--- config.mk ---
export PLATFORM = sky130hd
export DESIGN_NAME = gamepad_frame_receiver
export DESIGN_NICKNAME = d
export VERILOG_FILES = /design/src/hdl/gfr_pkg.sv /design/src/hdl/gfr_front.sv /design/src/hdl/gfr_queue.sv /design/src/hdl/gfr_back.sv /design/src/hdl/gamepad_frame_receiver.sv
export SDC_FILE = /design/constraint.sdc
export NUM_CORES = 1
export LEC_CHECK = 0
export ABC_AREA = 1
export BUFFER_PORTS_ARGS = -buffer_cell sky130_fd_sc_hd__buf_4
export CAP_MARGIN = 0
export CORE_ASPECT_RATIO = 0.8
export CORE_MARGIN = 2
export CORE_UTILIZATION = 44
export DETAILED_ROUTE_END_ITERATION = 10
export GPL_ROUTABILITY_DRIVEN = 0
export SLEW_MARGIN = 20
export SYNTH_ARGS = -nofsm -noshare
export SYNTH_HDL_FRONTEND = slang
export SYNTH_HIERARCHICAL = 1
export SYNTH_SLANG_ARGS = --single-unit
--- constraint.sdc ---
create_clock -name clk -period 10.6 [get_ports clk]
set_input_delay 0.53 -clock clk [delete_from_list [all_inputs] [get_ports clk]]
set_output_delay 0.53 -clock clk [all_outputs]
set_load 0.02 [all_outputs]
--- src/hdl/gfr_pkg.sv ---
// Shared types and constants for the gamepad frame receiver.
// No dependencies; used by every module of the block.
package gfr_pkg;

  localparam int STORE_BYTES = 8;
  localparam int QUEUE_DEPTH = 2;

  localparam logic [7:0]  SOF_BYTE      = 8'hFD;
  localparam logic [3:0]  HDR_NIBBLE    = 4'h4;
  localparam logic [11:0] FRAME_TAG     = 12'hFD4;
  localparam logic [63:0] NEUTRAL_FRAME = 64'hFD40_0000_8080_8080;
  localparam logic [15:0] ERR_MAX       = 16'hFFFF;

  localparam int OUT_DATA_BITS = 136;

  // one finished frame handed from the front to the back
  typedef struct packed {
    logic [63:0] raw_frame;
    logic [15:0] error_tally;
  } frame_item_t;

endpackage

--- src/hdl/gfr_front.sv ---
// Front part: byte classification, frame store and error counter.
// Depends on gfr_pkg; pushes finished frames into gfr_queue.
module gfr_front #(
  parameter int FRAME_BYTES = 8
) (
  input  logic                 clk,
  input  logic                 rst_n,
  input  logic                 byte_valid,
  input  logic [7:0]           rx_byte,
  output logic                 push,
  output gfr_pkg::frame_item_t push_item
);

  localparam int FW = $clog2(FRAME_BYTES + 1);
  localparam logic [FW-1:0] FILL_MAX = FW'(FRAME_BYTES);
  localparam logic [FW-1:0] FILL_HDR = FW'(2);

  logic          receiving_r, receiving_nxt;
  logic          start_seen_r, start_seen_nxt;
  logic [FW-1:0] fill_r, fill_nxt;
  logic [15:0]   err_r, err_nxt;
  logic [7:0]    store_r [gfr_pkg::STORE_BYTES];
  logic [2:0]    slot;
  logic          good_hdr, store_wr;
  logic [15:0]   err_inc;

  assign slot    = 3'd7 - 3'(fill_r);
  assign err_inc = (err_r == gfr_pkg::ERR_MAX) ? err_r : err_r + 16'd1;

  always_comb begin
    receiving_nxt  = receiving_r;
    start_seen_nxt = start_seen_r;
    fill_nxt       = fill_r;
    err_nxt        = err_r;
    good_hdr       = 1'b0;
    store_wr       = 1'b0;
    push           = 1'b0;
    if (byte_valid) begin
      if (start_seen_r) begin
        start_seen_nxt = 1'b0;
        if (rx_byte[7:4] == gfr_pkg::HDR_NIBBLE) begin
          good_hdr      = 1'b1;
          err_nxt       = '0;
          fill_nxt      = FILL_HDR;
          receiving_nxt = 1'b1;
        end else begin
          err_nxt       = err_inc;
          fill_nxt      = '0;
          receiving_nxt = 1'b0;
        end
      end else begin
        start_seen_nxt = (rx_byte == gfr_pkg::SOF_BYTE);
        if (receiving_r) begin
          if (rx_byte == gfr_pkg::SOF_BYTE) begin
            receiving_nxt = 1'b0;
            push          = 1'b1;
          end else if (fill_r >= FILL_MAX) begin
            err_nxt       = err_inc;
            receiving_nxt = 1'b0;
          end else begin
            store_wr = 1'b1;
            fill_nxt = fill_r + FW'(1);
          end
        end
      end
    end
  end

  always_comb begin
    for (int i = 0; i < gfr_pkg::STORE_BYTES; i++) begin
      push_item.raw_frame[8*i +: 8] = store_r[i];
    end
    push_item.error_tally = err_r;
  end

  always_ff @(posedge clk) begin
    if (!rst_n) begin
      receiving_r  <= 1'b0;
      start_seen_r <= 1'b0;
      fill_r       <= '0;
      err_r        <= '0;
      for (int i = 0; i < gfr_pkg::STORE_BYTES; i++) begin
        store_r[i] <= '0;
      end
    end else begin
      receiving_r  <= receiving_nxt;
      start_seen_r <= start_seen_nxt;
      fill_r       <= fill_nxt;
      err_r        <= err_nxt;
      if (good_hdr) begin
        store_r[7] <= gfr_pkg::SOF_BYTE;
        store_r[6] <= rx_byte;
      end else if (store_wr) begin
        store_r[slot] <= rx_byte;
      end
    end
  end

endmodule

--- src/hdl/gfr_queue.sv ---
// Short frame queue between the front and the back.
// Depends on gfr_pkg for the frame item type and depth.
module gfr_queue (
  input  logic                 clk,
  input  logic                 rst_n,
  input  logic                 push,
  input  gfr_pkg::frame_item_t push_item,
  input  logic                 pop,
  output gfr_pkg::frame_item_t head_item,
  output logic                 empty,
  output logic                 full
);

  localparam int PW = $clog2(gfr_pkg::QUEUE_DEPTH);
  localparam int CW = $clog2(gfr_pkg::QUEUE_DEPTH + 1);

  gfr_pkg::frame_item_t entry_r [gfr_pkg::QUEUE_DEPTH];
  logic [PW-1:0] wr_ptr_r, rd_ptr_r;
  logic [CW-1:0] count_r;
  logic          do_push, do_pop;

  assign empty     = (count_r == '0);
  assign full      = (count_r == CW'(gfr_pkg::QUEUE_DEPTH));
  assign do_push   = push && !full;
  assign do_pop    = pop && !empty;
  assign head_item = entry_r[rd_ptr_r];

  always_ff @(posedge clk) begin
    if (do_push) begin
      entry_r[wr_ptr_r] <= push_item;
    end
  end

  always_ff @(posedge clk) begin
    if (!rst_n) begin
      wr_ptr_r <= '0;
      rd_ptr_r <= '0;
      count_r  <= '0;
    end else begin
      if (do_push) wr_ptr_r <= wr_ptr_r + PW'(1);
      if (do_pop)  rd_ptr_r <= rd_ptr_r + PW'(1);
      if (do_push && !do_pop) begin
        count_r <= count_r + CW'(1);
      end else if (do_pop && !do_push) begin
        count_r <= count_r - CW'(1);
      end
    end
  end

endmodule

--- src/hdl/gfr_back.sv ---
// Back part: tag check, field decode and the registered result stage.
// Depends on gfr_pkg; pops frames from gfr_queue.
module gfr_back (
  input  logic                 clk,
  input  logic                 rst_n,
  input  gfr_pkg::frame_item_t head_item,
  input  logic                 empty,
  output logic                 pop,
  output logic                 out_tvalid,
  input  logic                 out_tready,
  output logic [gfr_pkg::OUT_DATA_BITS-1:0] out_tdata
);

  logic        valid_r;
  logic [63:0] dec;
  logic [19:0] buttons_r;
  logic [7:0]  lsx_r, lsy_r, rsx_r, rsy_r;
  logic [63:0] raw_r;
  logic [15:0] err_r;

  assign pop = !empty && (!valid_r || out_tready);

  // frames without the expected tag decode as the neutral pad
  assign dec = (head_item.raw_frame[63:52] == gfr_pkg::FRAME_TAG) ?
               head_item.raw_frame : gfr_pkg::NEUTRAL_FRAME;

  always_ff @(posedge clk) begin
    if (pop) begin
      buttons_r <= dec[51:32];
      lsx_r     <= dec[7:0];
      lsy_r     <= dec[15:8];
      rsx_r     <= dec[23:16];
      rsy_r     <= dec[31:24];
      raw_r     <= head_item.raw_frame;
      err_r     <= head_item.error_tally;
    end
  end

  always_ff @(posedge clk) begin
    if (!rst_n) begin
      valid_r <= 1'b0;
    end else if (pop) begin
      valid_r <= 1'b1;
    end else if (out_tready) begin
      valid_r <= 1'b0;
    end
  end

  assign out_tvalid = valid_r;
  assign out_tdata  = {4'b0, err_r, raw_r, rsy_r, rsx_r, lsy_r, lsx_r, buttons_r};

endmodule

--- src/hdl/gamepad_frame_receiver.sv ---
// Gamepad frame receiver top level.
// Depends on gfr_pkg, gfr_front, gfr_queue and gfr_back.
//
// Input stream: one received serial byte per item on in_tdata. A 0xFD byte
// followed by a byte with upper nibble 0x4 opens a frame; the next 0xFD
// closes it and produces one result item on the output stream, carrying the
// decoded buttons and sticks, the raw 64-bit frame and the error tally.
// Bytes that do not close a frame produce no result.
// Throughput: one byte per cycle while in_tready is high; the front updates
// the frame store as each byte is taken.
// A closing byte writes its finished frame into the queue; from there it is
// loaded into the output register and shown on out_tvalid, waiting in the
// queue while the output register is held by a low out_tready.
// Reset clears the frame store, error tally and all framing state.
// When the receiver stalls out_tready, up to two finished frames wait in the
// queue besides the one in the output register; with the queue full,
// in_tready drops until a result is taken.
module gamepad_frame_receiver #(
  parameter int FRAME_BYTES = 8
) (
  input  logic         clk,
  input  logic         rst_n,
  input  logic         in_tvalid,
  output logic         in_tready,
  input  logic [7:0]   in_tdata,   // [7:0] rx_byte
  output logic         out_tvalid,
  input  logic         out_tready,
  // [19:0] button_bits, [27:20] left_stick_x, [35:28] left_stick_y,
  // [43:36] right_stick_x, [51:44] right_stick_y, [115:52] raw_frame,
  // [131:116] error_tally, [135:132] zero
  output logic [135:0] out_tdata
);

  gfr_pkg::frame_item_t push_item, head_item;
  logic push, pop, empty, full;

  assign in_tready = !full;

  gfr_front #(
    .FRAME_BYTES (FRAME_BYTES)
  ) u_front (
    .clk        (clk),
    .rst_n      (rst_n),
    .byte_valid (in_tvalid && in_tready),
    .rx_byte    (in_tdata),
    .push       (push),
    .push_item  (push_item)
  );

  gfr_queue u_queue (
    .clk       (clk),
    .rst_n     (rst_n),
    .push      (push),
    .push_item (push_item),
    .pop       (pop),
    .head_item (head_item),
    .empty     (empty),
    .full      (full)
  );

  gfr_back u_back (
    .clk        (clk),
    .rst_n      (rst_n),
    .head_item  (head_item),
    .empty      (empty),
    .pop        (pop),
    .out_tvalid (out_tvalid),
    .out_tready (out_tready),
    .out_tdata  (out_tdata)
  );

endmodule

# == Word-level counts from Yosys, hierarchy flattened ==
# Memory sizes are Yosys's and may differ from the RTL's. A register that Yosys moved wholly into a read port is not among the register bits.
# Index checks and enable logic that the tools add are counted.
# word_totals
ff_bits,159
mem_bits_rw,224
input_bits,12
word_cells,100
mem_count,2
# classes
addsub,7
order_cmp,1
eq_ne,7
mux,46
n_bitwise,2
n_reduce_logical,20
# mem_list
name,depth,word_bits,read_ports,rd_ports_with_merged_regs,write_ports,line,rtl
u_queue.entry_r,2,80,1,1,1,gfr_queue.sv:17,gfr_pkg::frame_item_t entry_r [gfr_pkg::QUEUE_DEPTH];
u_front.store_r,8,8,8,0,8,gfr_front.sv:22,logic [7:0] store_r [gfr_pkg::STORE_BYTES];
# op_table
operator,n
$mux 16,6
$mux 1,29
$mux 8,3
$add 16x1->16 const B,1
$eq 16x16->1 const B,1
$mux 4,4
$eq 12x12->1 const B,1
$eq 8x8->1 const B,1
$reduce_and 4->1,2
$reduce_bool 2->1,4
$reduce_or 8->1,1
$logic_and 1x1->1,6
$mux 2,3
$logic_not 1->1,5
$add 4x1->4 const B,1
$eq 4x3->1 const B,1
$ge 4x4->1 const B,1
$ne 2x1->1 const B,2
$mux 3,1
$sub 3x3->3 const A,1
$add 1x1->1 const B,2
$add 2x1->2 const B,1
$eq 2x2->1 const B,1
$logic_not 2->1,1
3 further kinds,4

# == Logic depth before layout (Yosys ltp) ==
# Gate-level depths: netlist of run 1.
# logic_depth
ltp_word,12
ltp_mapped,14

# == Cells and area by module ==
# The synthesis of run 1 kept the hierarchy.
# by_module_without_submodules
module,n_inst,cells_per_inst,area_per_inst_um2,seq_area_each_um2
gfr_queue,1,287,6422.4,4904.7
gfr_back,1,265,4669.5,3983.8
gfr_front,1,391,3742.3,2362.3
gamepad_frame_receiver,1,3,13.8,0.0

# == Least setup slack after synthesis of run 1 ==
# Ideal clock, no wire load.
# synth_timing
path_kind,in2reg
start,input port out_tready
end,register u_queue.count_r[1]
setup_time_ps,64
arrival_time_ps,8056
required_ps,10536
path_slack_ps,2480
cell_stages,11
path_cell_list,inv_1 -> a21oi_1 -> inv_1 -> nor2_1 -> inv_1 -> ha_1 -> inv_1 -> nand3_1 -> nand2_1 -> inv_1 -> nor2_1
# synth_between
elab_chain_len,6
word_cells_on_any_way,8
classes_between,1 x mux; 7 x reduce/logical
# synth_rtl
element,line,rtl
from (decl),gamepad_frame_receiver.sv:27,"input logic out_tready,"
$logic_or 1x1->1 (*),gfr_back.sv:21,assign pop = !empty && (!valid_r || out_tready);
$logic_and 1x1->1 (*),gfr_back.sv:21,
named net pop,gamepad_frame_receiver.sv:35,"logic push, pop, empty, full;"
$logic_and 1x1->1 (*),gfr_queue.sv:25,assign do_pop = pop && !empty;
$logic_not 1->1,gfr_queue.sv:42,if (do_push && !do_pop) begin
$logic_and 1x1->1,gfr_queue.sv:42,
$mux 2 / $reduce_bool 2->1 (equally long branches),n/a,
to (signal assigned),gfr_queue.sv:43,count_r <= count_r + CW'(1);
to (signal assigned),gfr_queue.sv:45,count_r <= count_r - CW'(1);
to (decl),gfr_queue.sv:19,logic [CW-1:0] count_r;
# Mark *: on every way through the listed nets, which the timed path passes. The rest lies on a longest branch.
# A chain may end at the register's enable or synchronous reset.

==> impl_metrics.toml, run 1 <==
[run_status]
status = "finished, final reports clean"

[yosys]
avgSynthCellArea_um2 = 15.7
syn_area_um2 = 14800
synth_cell_types = 33
synth-seq-area-share_pct = 75.8
synth-seq-cells = 384
synth_cells = 946
yosys.area.top_type = "edfxtp_1"
synth_top_cell_area_share_pct = 72.0
ys_warn_count = 6
synth_area_leaders = "edfxtp_1 (72%), mux2_4 (8.1%), dfxtp_1 (3.8%)"

[power]
power_density_nw_per_um2 = 176
total_leakage_power_nw = 6.58
total_power_mw = 3.11
worst_ir_drop_vdd_uv = 100

[clock_network]
cts_hold_buffers = 0
cts_made_buffers = 39
cts_resized = 0
cts_tree = "yes"
cts_setup_buffers = 0
clk_latency_ns = 0.54
h-tree-depth = 2
clkTransAtPathRegs_ns = 0.06
clk_path_buf_depth = 3
cts_sinks = 384
clockRootBuffer = "clkbuf_16"

[worst_setup_path]
slowest_delay_ns = 0.88
crit_chain = "buf_4, mux2_4, nand2_1, nor2_4, nand3_2, buf_4, nor2_1"
start_kind = "flip-flop"
crit_buf_inv = 2
r2r-end = "u_back/buttons_r[18]"
critical_path_arrival_ns = 3.77
worstPathRequired_ns = 10.85
crit_type = "reg2reg"
r2r_cells = 7
crit_family = "buffers and inverters"
cp_slowest_cell = "dfxtp_4"
r2r_setup_slack_ns = 7.08
worstSetupEndpointType = "flip-flop"
crit_fanout = 42
cp.depth = 7
crit_top_cell = "buf_4"

[layout]
final_common_cell = "edfxtp_1"
multi_input_area_um2 = 2920
fill_cells = 2767
antennaDiodeCount = 0
final_util_pct = 52.8
nNetsFinal = 1133
final_cell_area_um2 = 17600
drive_gt1_share_pct = 30.1
regArea_um2 = 11300
final_cell_mix = "edfxtp_1 (356), buf_4 (149), nor2_1 (125)"
final_cells = 1582
syn_to_final_growth_pct = 18.8

[sta]
finClkSkew_ns = 0.0221
setup_ws_ns = 7.08
hold_viol = 0
period_minus_slack_ns = 3.52
setup_violations = 0
tns_ns = 0
min_period_over_period_pct = 33.2
worst_pin_slew_ns = 1.01
slew_headroom_pct = 32.8
fmax_ghz = 0.284
rsz0062_at_grt = "false"
holdWs_ns = 0.328
slew_viol_final = 0

[detailed_routing]
drtIter0Drc = 492
vias_per_cell = 4.79
drc = 0
route.vias.total = 7570
routed_wl_mm = 27.5
dr.pass1.iters = 5
final_antenna_net_count = 0
avgRoutedWirePerCell_um = 17.4

[floorplan]
initial_core_util_pct = 44.4
io_pins = 150
core.rowCount = 60
core_um2 = 33400
fp.dieW_um = 209
die_h_um = 168
dieArea_um2 = 35200

[global_routing]
grt_max_degree = 134
antenna_found_initial = 0
track_usage_pct = 15.7
gr-total-overflow = 0
grt_pass1_wl_mm = 42.3
grt_pass1_vias = 7410

[hold_path]
hold_class = "in2reg"
worstHoldPathCells = 4
worstHoldStart = "out_tready"
hold_end = "u_back/out_tvalid"

[placement]
dp_hpwl_mm = 16.9
dp_slack_ns = 7.01
dpl.cell_count = 1511
io_buffers = 145
place_area_um2 = 16300

[flow_run]
cap_violations = 0
## area by class of cell
type                            count  share of cell area (%)
Sequential cell                   384                    63.8
Multi-Input combinational cell    431                    16.6
Timing Repair Buffer              150                    6.45
Clock buffer                       49                    5.98
Tap cell                          434                    3.08
Inverter                          112                    2.41
Clock inverter                     22                    1.72
## worst register-to-register path, stage by stage (launching register included)
cell and delay, ns:
dfxtp_4 0.88, buf_4 0.81, mux2_4 0.37, nand2_1 0.11, nor2_4 0.07, nand3_2 0.28, buf_4 0.58, nor2_1 0.14
## where the power goes
group | leakage, nW | internal [mW] | switching [mW]
Combinational | 2.39 | 0.00420 | 0.0210
Sequential | 3.53 | 1.65 | 0.00423
Clock | 0.658 | 0.879 | 0.557
## how the worst max path moves through the flow
stage | start | slack [ns] | endpoint
after floorplan | out_tready | 2.48 | u_queue/count_r[1]
after global placement | flip-flop | 7.11 | u_back/buttons_r[17]
after detailed placement | flip-flop | 7.01 | u_back/lsy_r[1]
after CTS | flip-flop | 7.01 | u_back/lsy_r[1]
after global routing | flip-flop | 6.85 | u_back/buttons_r[18]
final | flip-flop | 7.08 | u_back/buttons_r[18]
## cells in the mapped netlist
| library cell | n |
|---|---|
| o21ai_0 | 16 |
| a21oi_1 | 23 |
| mux2_4 | 80 |
| nand3_2 | 3 |
| o21ai_2 | 1 |
| buf_4 | 4 |
| nor2_4 | 15 |
| nand2_2 | 12 |
| a21boi_0 | 1 |
| ha_1 | 3 |
| nand2_4 | 1 |
| a31oi_1 | 1 |
| buf_8 | 2 |
| buf_12 | 8 |
| inv_2 | 4 |
| nor3_1 | 1 |
| nor2_1 | 127 |
| dfxtp_1 | 28 |
| xor2_1 | 2 |
| clkinv_1 | 4 |
| nand3_1 | 19 |
| o21bai_1 | 1 |
| o21ai_1 | 1 |
| nor2_2 | 16 |
| buf_6 | 4 |
| o211ai_1 | 1 |
| nand4_1 | 16 |
| inv_1 | 103 |
| nand2_1 | 87 |
| clkinv_4 | 1 |
| edfxtp_1 | 356 |
| conb_1 | 1 |
| buf_2 | 4 |
## routing by layer
layer	vias up	share of wire, %	track usage (%)
met5	-	0	0
met3	42	5.2	3.43
met2	189	46	24.8
li1	3644	-	-
met4	0	1.8	4.50
met1	3695	47	22.1
## sequential cells by signal (all words and copies together) (netlist names), 8 cells and up, named ones only
signal and count:
u_queue/entry_r 160, u_back/rsx_r 8, u_back/raw_r 64, u_front/err_r 16
u_back/rsy_r 8, u_back/buttons_r 20, u_front/store_r 64, u_back/err_r 16
u_back/lsy_r 8, u_back/lsx_r 8
## kinds of logic after synthesis
| group | count (synthesis) | share of synthesized area, % |
|---|---|---|
| mux | 80 | 8.09 |
| xor+xnor | 2 | 0.118 |
| simple gates | 297 | 9.35 |
| fa+ha+maj | 3 | 0.253 |
| other cells | 1 | 0.0253 |
| compound gates | 45 | 1.60 |
| buf+inv | 134 | 4.79 |
| flops | 384 | 75.8 |
(Power assumes the default switching activity.)
==> inputs of run 2 (changes only) <==
==> constraint.sdc (replaced) <==
create_clock -name clk -period 3.3 [get_ports clk]
set_input_delay 0.165 -clock clk [delete_from_list [all_inputs] [get_ports clk]]
set_output_delay 0.165 -clock clk [all_outputs]
set_load 0.02 [all_outputs]
==> run 2 against run 1 <==
  * Power grew to 3.0 times the previous value
  * Routed wire length decreased by 0.71%
  * Setup slack got worse by 6.2 ns
  * Sequential power rose to 3.2 times the previous value
  * Critical path type unchanged
  * Non-clock buffer count is 8 higher
  * Clock-buffer cell count up 5
  * Highest routed layer unchanged
  * First-iteration DRC count is 2.6% higher
==> impl_metrics.toml, run 2 (same netlist as run 1, synthesis figures left out) <==
[power]
sequentialPowerShare_pct = 56.2
total_power_mw = 9.45
p_sw_mw = 1.82
power_density_nw_per_um2 = 537
power_switching_share_pct = 19.3
pwr-share-clk_pct = 43.0
internal-power_mw = 7.63
worst_ir_drop_vdd_uv = 352
combPwrFrac_pct = 0.9
total_leakage_power_nw = 6.55

[layout]
final_cell_area_um2 = 17600
final_util_pct = 52.7
final_cells = 1591
fill_cells = 2765
final_common_cell = "edfxtp_1"
largest-register = "u_queue/entry_r"
antennaDiodeCount = 0
largest_reg_flops = 160
drive_gt1_share_pct = 30.2
syn_to_final_growth_pct = 18.5
nNetsFinal = 1142
final_cell_mix = "edfxtp_1 (356), buf_4 (152), nor2_1 (123)"
reg.largest.list = "u_queue/entry_r: 160 flops, u_back/raw_r: 64 flops, u_front/store_r: 64 flops"

[detailed_routing]
dr.pass1.iters = 4
final_antenna_net_count = 0
vias_per_cell = 4.78
routed_wl_mm = 27.3
drc = 0
route.vias.total = 7601
drtIter0Drc = 505
avgRoutedWirePerCell_um = 17.2

[clock_network]
clk_path_buf_depth = 3
clkTransAtPathRegs_ns = 0.06
cts_tree = "yes"
clockRootBuffer = "clkbuf_16"
cts_made_buffers = 40
clk_latency_ns = 0.53
cts_sinks = 384
h-tree-depth = 2
cts_setup_buffers = 0

[global_routing]
gr-total-overflow = 0
track_usage_pct = 15.5
grt_max_degree = 84
grt_pass1_vias = 7366
grt_pass1_wl_mm = 42.0
antenna_found_initial = 0

[worst_setup_path]
worstPathRequired_ns = 3.57
crit_type = "reg2reg"
crit_family = "buffers and inverters"
slowest_delay_ns = 0.57
cp_slowest_cell = "dfxtp_4"
start_kind = "flip-flop"
r2r_setup_slack_ns = 0.89
crit_chain = "buf_4, mux2_4, nand2_1, nor2_4, nand3_2, buf_12, nor2_1"
worstSetupEndpointType = "flip-flop"
r2r-end = "u_back/buttons_r[13]"
crit_fanout = 35
critical_path_arrival_ns = 2.68
crit_buf_inv = 2
r2r_cells = 7

[placement]
dpl.cell_count = 1517
place_area_um2 = 16400
io_buffers = 145
dp_slack_ns = 0.841
dp_hpwl_mm = 17.4

[floorplan]
fp.dieW_um = 209
initial_core_util_pct = 44.4
dieArea_um2 = 35200
core.rowCount = 60
io_pins = 150
die_h_um = 168
core_um2 = 33400

[run_status]
status = "finished, final reports clean"

[sta]
hold_viol = 0
min_period_over_period_pct = 72.9
worst_pin_slew_ns = 0.738
fmax_ghz = 0.416
setup_ws_ns = 0.893
rsz0062_at_grt = "false"
slew_viol_final = 0
finClkSkew_ns = 0.0115
slew_headroom_pct = 50.8
holdWs_ns = 0.0817
period_minus_slack_ns = 2.41
tns_ns = 0
setup_violations = 0

[hold_path]
hold_class = "in2reg"
worstHoldStart = "in_tvalid"
hold_end = "u_front/receiving_r"
worstHoldPathCells = 5

[flow_run]
cap_violations = 0
[run 2: routing by layer]
layer  wire length, µm  share of wire (%)  track usage, %
met1             12900                 47            22.5
met2             12400                 45            23.7
met3              1510                5.5            3.47
met4               494                1.8            4.10
met5                 0                  0               0
[run 2: cell type report]
cell class | count | area (µm²) | share of cell area (%)
Sequential cell | 384 | 11300 | 64.0
Multi-Input combinational cell | 431 | 2950 | 16.8
Timing Repair Buffer | 158 | 1240 | 7.06
Clock buffer | 54 | 1050 | 5.99
Tap cell | 434 | 543 | 3.09
Inverter | 112 | 425 | 2.42
Clock inverter | 18 | 120 | 0.683
[run 2: how the worst max path moves through the flow]
stage,from,endpoint,cells past startpoint
detailed placement,flip-flop,u_back/buttons_r[13],7
floorplan,u_back/out_tvalid,u_queue/count_r[1],9
global placement,flip-flop,u_back/buttons_r[18],7
CTS,flip-flop,u_back/buttons_r[13],7
finish,flip-flop,u_back/buttons_r[13],7
global route,flip-flop,u_back/lsy_r[4],7
[run 2: what timing repair did]
item / 4_1_cts / 5_1_grt
hold buffers: 2 / 0
hold endpoints to repair: 2 / 0
gates resized for setup: 0 / 0
[run 2: power groups by stage]
stage | Combinational, mW | Sequential, mW | Clock, mW
floorplan | 0.0407 | 5.40 | 0
finish | 0.0811 | 5.31 | 4.06
detailed placement | 0.0793 | 5.41 | 0
CTS | 0.0812 | 5.31 | 4.18
global placement | 0.0784 | 5.41 | 0
global route | 0.0864 | 5.31 | 4.39
[run 2: worst min-delay path, delay by kind of cell]
kind / cells / cell delay, ns
buf+inv: 2 / 0.16
simple gates: 2 / 0.14
compound gates: 1 / 0.08
==> inputs of run 3 (changes only) <==
==> constraint.sdc (replaced) <==
create_clock -name clk -period 2.4 [get_ports clk]
set_input_delay 0.12 -clock clk [delete_from_list [all_inputs] [get_ports clk]]
set_output_delay 0.12 -clock clk [all_outputs]
set_load 0.02 [all_outputs]
==> run 3 against run 2 <==
  * Sequential power grew 37%
  * Routed wire length shrank 0.27%
  * Non-clock buffer count grew 6
  * Critical path type unchanged
  * Largest cell class unchanged
==> impl_metrics.toml, run 3 (same netlist as run 1, synthesis figures left out) <==
[layout]
antennaDiodeCount = 0
largest-register = "u_queue/entry_r"
final_cell_area_um2 = 17700
fill_cells = 2738
reg.largest.list = "u_queue/entry_r: 160 flops, u_back/raw_r: 64 flops, u_front/store_r: 64 flops"
final_cell_mix = "edfxtp_1 (356), buf_4 (157), nor2_1 (123)"
final_common_cell = "edfxtp_1"
nNetsFinal = 1148
drive_gt1_share_pct = 31.2
syn_to_final_growth_pct = 19.3
largest_reg_flops = 160

[global_routing]
antenna_found_initial = 0
grt_pass1_vias = 7270
grt_max_degree = 71
track_usage_pct = 15.5
grt_pass1_wl_mm = 41.8
gr-total-overflow = 0

[sta]
holdWs_ns = 0.0370
min_period_over_period_pct = 88.7
rsz0062_at_grt = "false"
slew_viol_final = 0
setup_ws_ns = 0.271
hold_viol = 0
setup_violations = 0
slew_headroom_pct = 60.2
worst_pin_slew_ns = 0.596
period_minus_slack_ns = 2.13
finClkSkew_ns = 0.0158
fmax_ghz = 0.470

[placement]
io_buffers = 145
dp_slack_ns = 0.303
place_area_um2 = 16400
dp_hpwl_mm = 17.7

[clock_network]
h-tree-depth = 2
cts_made_buffers = 40
clockRootBuffer = "clkbuf_16"
clk_path_buf_depth = 3
cts_resized = 0
clk_latency_ns = 0.53
cts_sinks = 384
cts_tree = "yes"
clkTransAtPathRegs_ns = 0.07
cts_setup_buffers = 0

[detailed_routing]
routed_wl_mm = 27.2
drc = 0
drtIter0Drc = 524
route.vias.total = 7546
final_antenna_net_count = 0
dr.pass1.iters = 5
avgRoutedWirePerCell_um = 17.1
vias_per_cell = 4.73

[floorplan]
core_um2 = 33400
fp.dieW_um = 209
core.rowCount = 60
die_h_um = 168
initial_core_util_pct = 44.4
io_pins = 150
dieArea_um2 = 35200

[flow_run]
cap_violations = 0

[worst_setup_path]
worstPathRequired_ns = 2.59
critical_path_arrival_ns = 2.32
worstSetupEndpointType = "flip-flop"
crit_fanout = 9
start_kind = "flip-flop"
crit_type = "reg2reg"
r2r_setup_slack_ns = 0.27

[power]
total_leakage_power_nw = 6.60
worst_ir_drop_vdd_uv = 528
power_density_nw_per_um2 = 750
total_power_mw = 13.3

[run_status]
status = "finished, final reports clean"

[hold_path]
hold_class = "in2reg"
run 3: cell type report:
class / instances / area, µm² / area share, %
well taps: 434 / 543 / 3.07
multi-input cells: 431 / 2950 / 16.6
inverters: 112 / 425 / 2.40
repair buffers: 164 / 1290 / 7.28
clock inverters: 22 / 176 / 0.996
clock buffers: 48 / 1070 / 6.06
flip-flops and latches: 384 / 11300 / 63.6
run 3: worst max-delay path, cell delays in order, from the launching register on:
cell     delay, ns
dfxtp_1       0.33
inv_1         0.11
nor2_1        0.07
nor2_2        0.18
inv_1         0.12
nor2_2        0.15
nand3_2       0.14
nor2_4        0.21
nand2_2       0.16
nand2_1       0.31
run 3: final timing paths:
check	start	endpoint	cells past startpoint
setup / recovery	u_queue/count_r[1]	u_front/store_r[4][7]	9
hold / removal	in_tdata[1]	u_front/start_seen_r	6
setup reg to reg	u_queue/count_r[1]	u_front/store_r[4][7]	9
hold reg to reg	u_front/store_r[7][4]	u_queue/entry_r[0][76]	0
run 3: per-layer routing:
metal	up-vias	track usage [%]	part of all wire, %
met5	-	0	0
met4	0	4.10	1.5
met3	39	3.34	5.4
met2	192	23.8	46
met1	3645	22.4	47
li1	3670	-	-
run 3: metrics by stage:
stage               util, %  cells  TNS [ns]
floorplan                 -    949   -117.86
global placement       49.2   1522         0
detailed placement     49.2   1522         0
CTS                    53.0   1595         0
global route           53.0   1595         0
finish                 53.0   1595         0
run 3: power breakdown:
| group | total, mW | internal [mW] | switching [mW] |
|---|---|---|---|
| clock network | 5.88 | 3.41 | 2.46 |
| logic | 0.112 | 0.0253 | 0.0867 |
| registers | 7.30 | 7.27 | 0.0261 |
run 3: repair_timing:
| item | in CTS | in global routing |
|---|---|---|
| setup endpoints to repair | 0 | 0 |
| endpoints found under the hold margin | 7 | 0 |
| hold buffers | 3 | 0 |
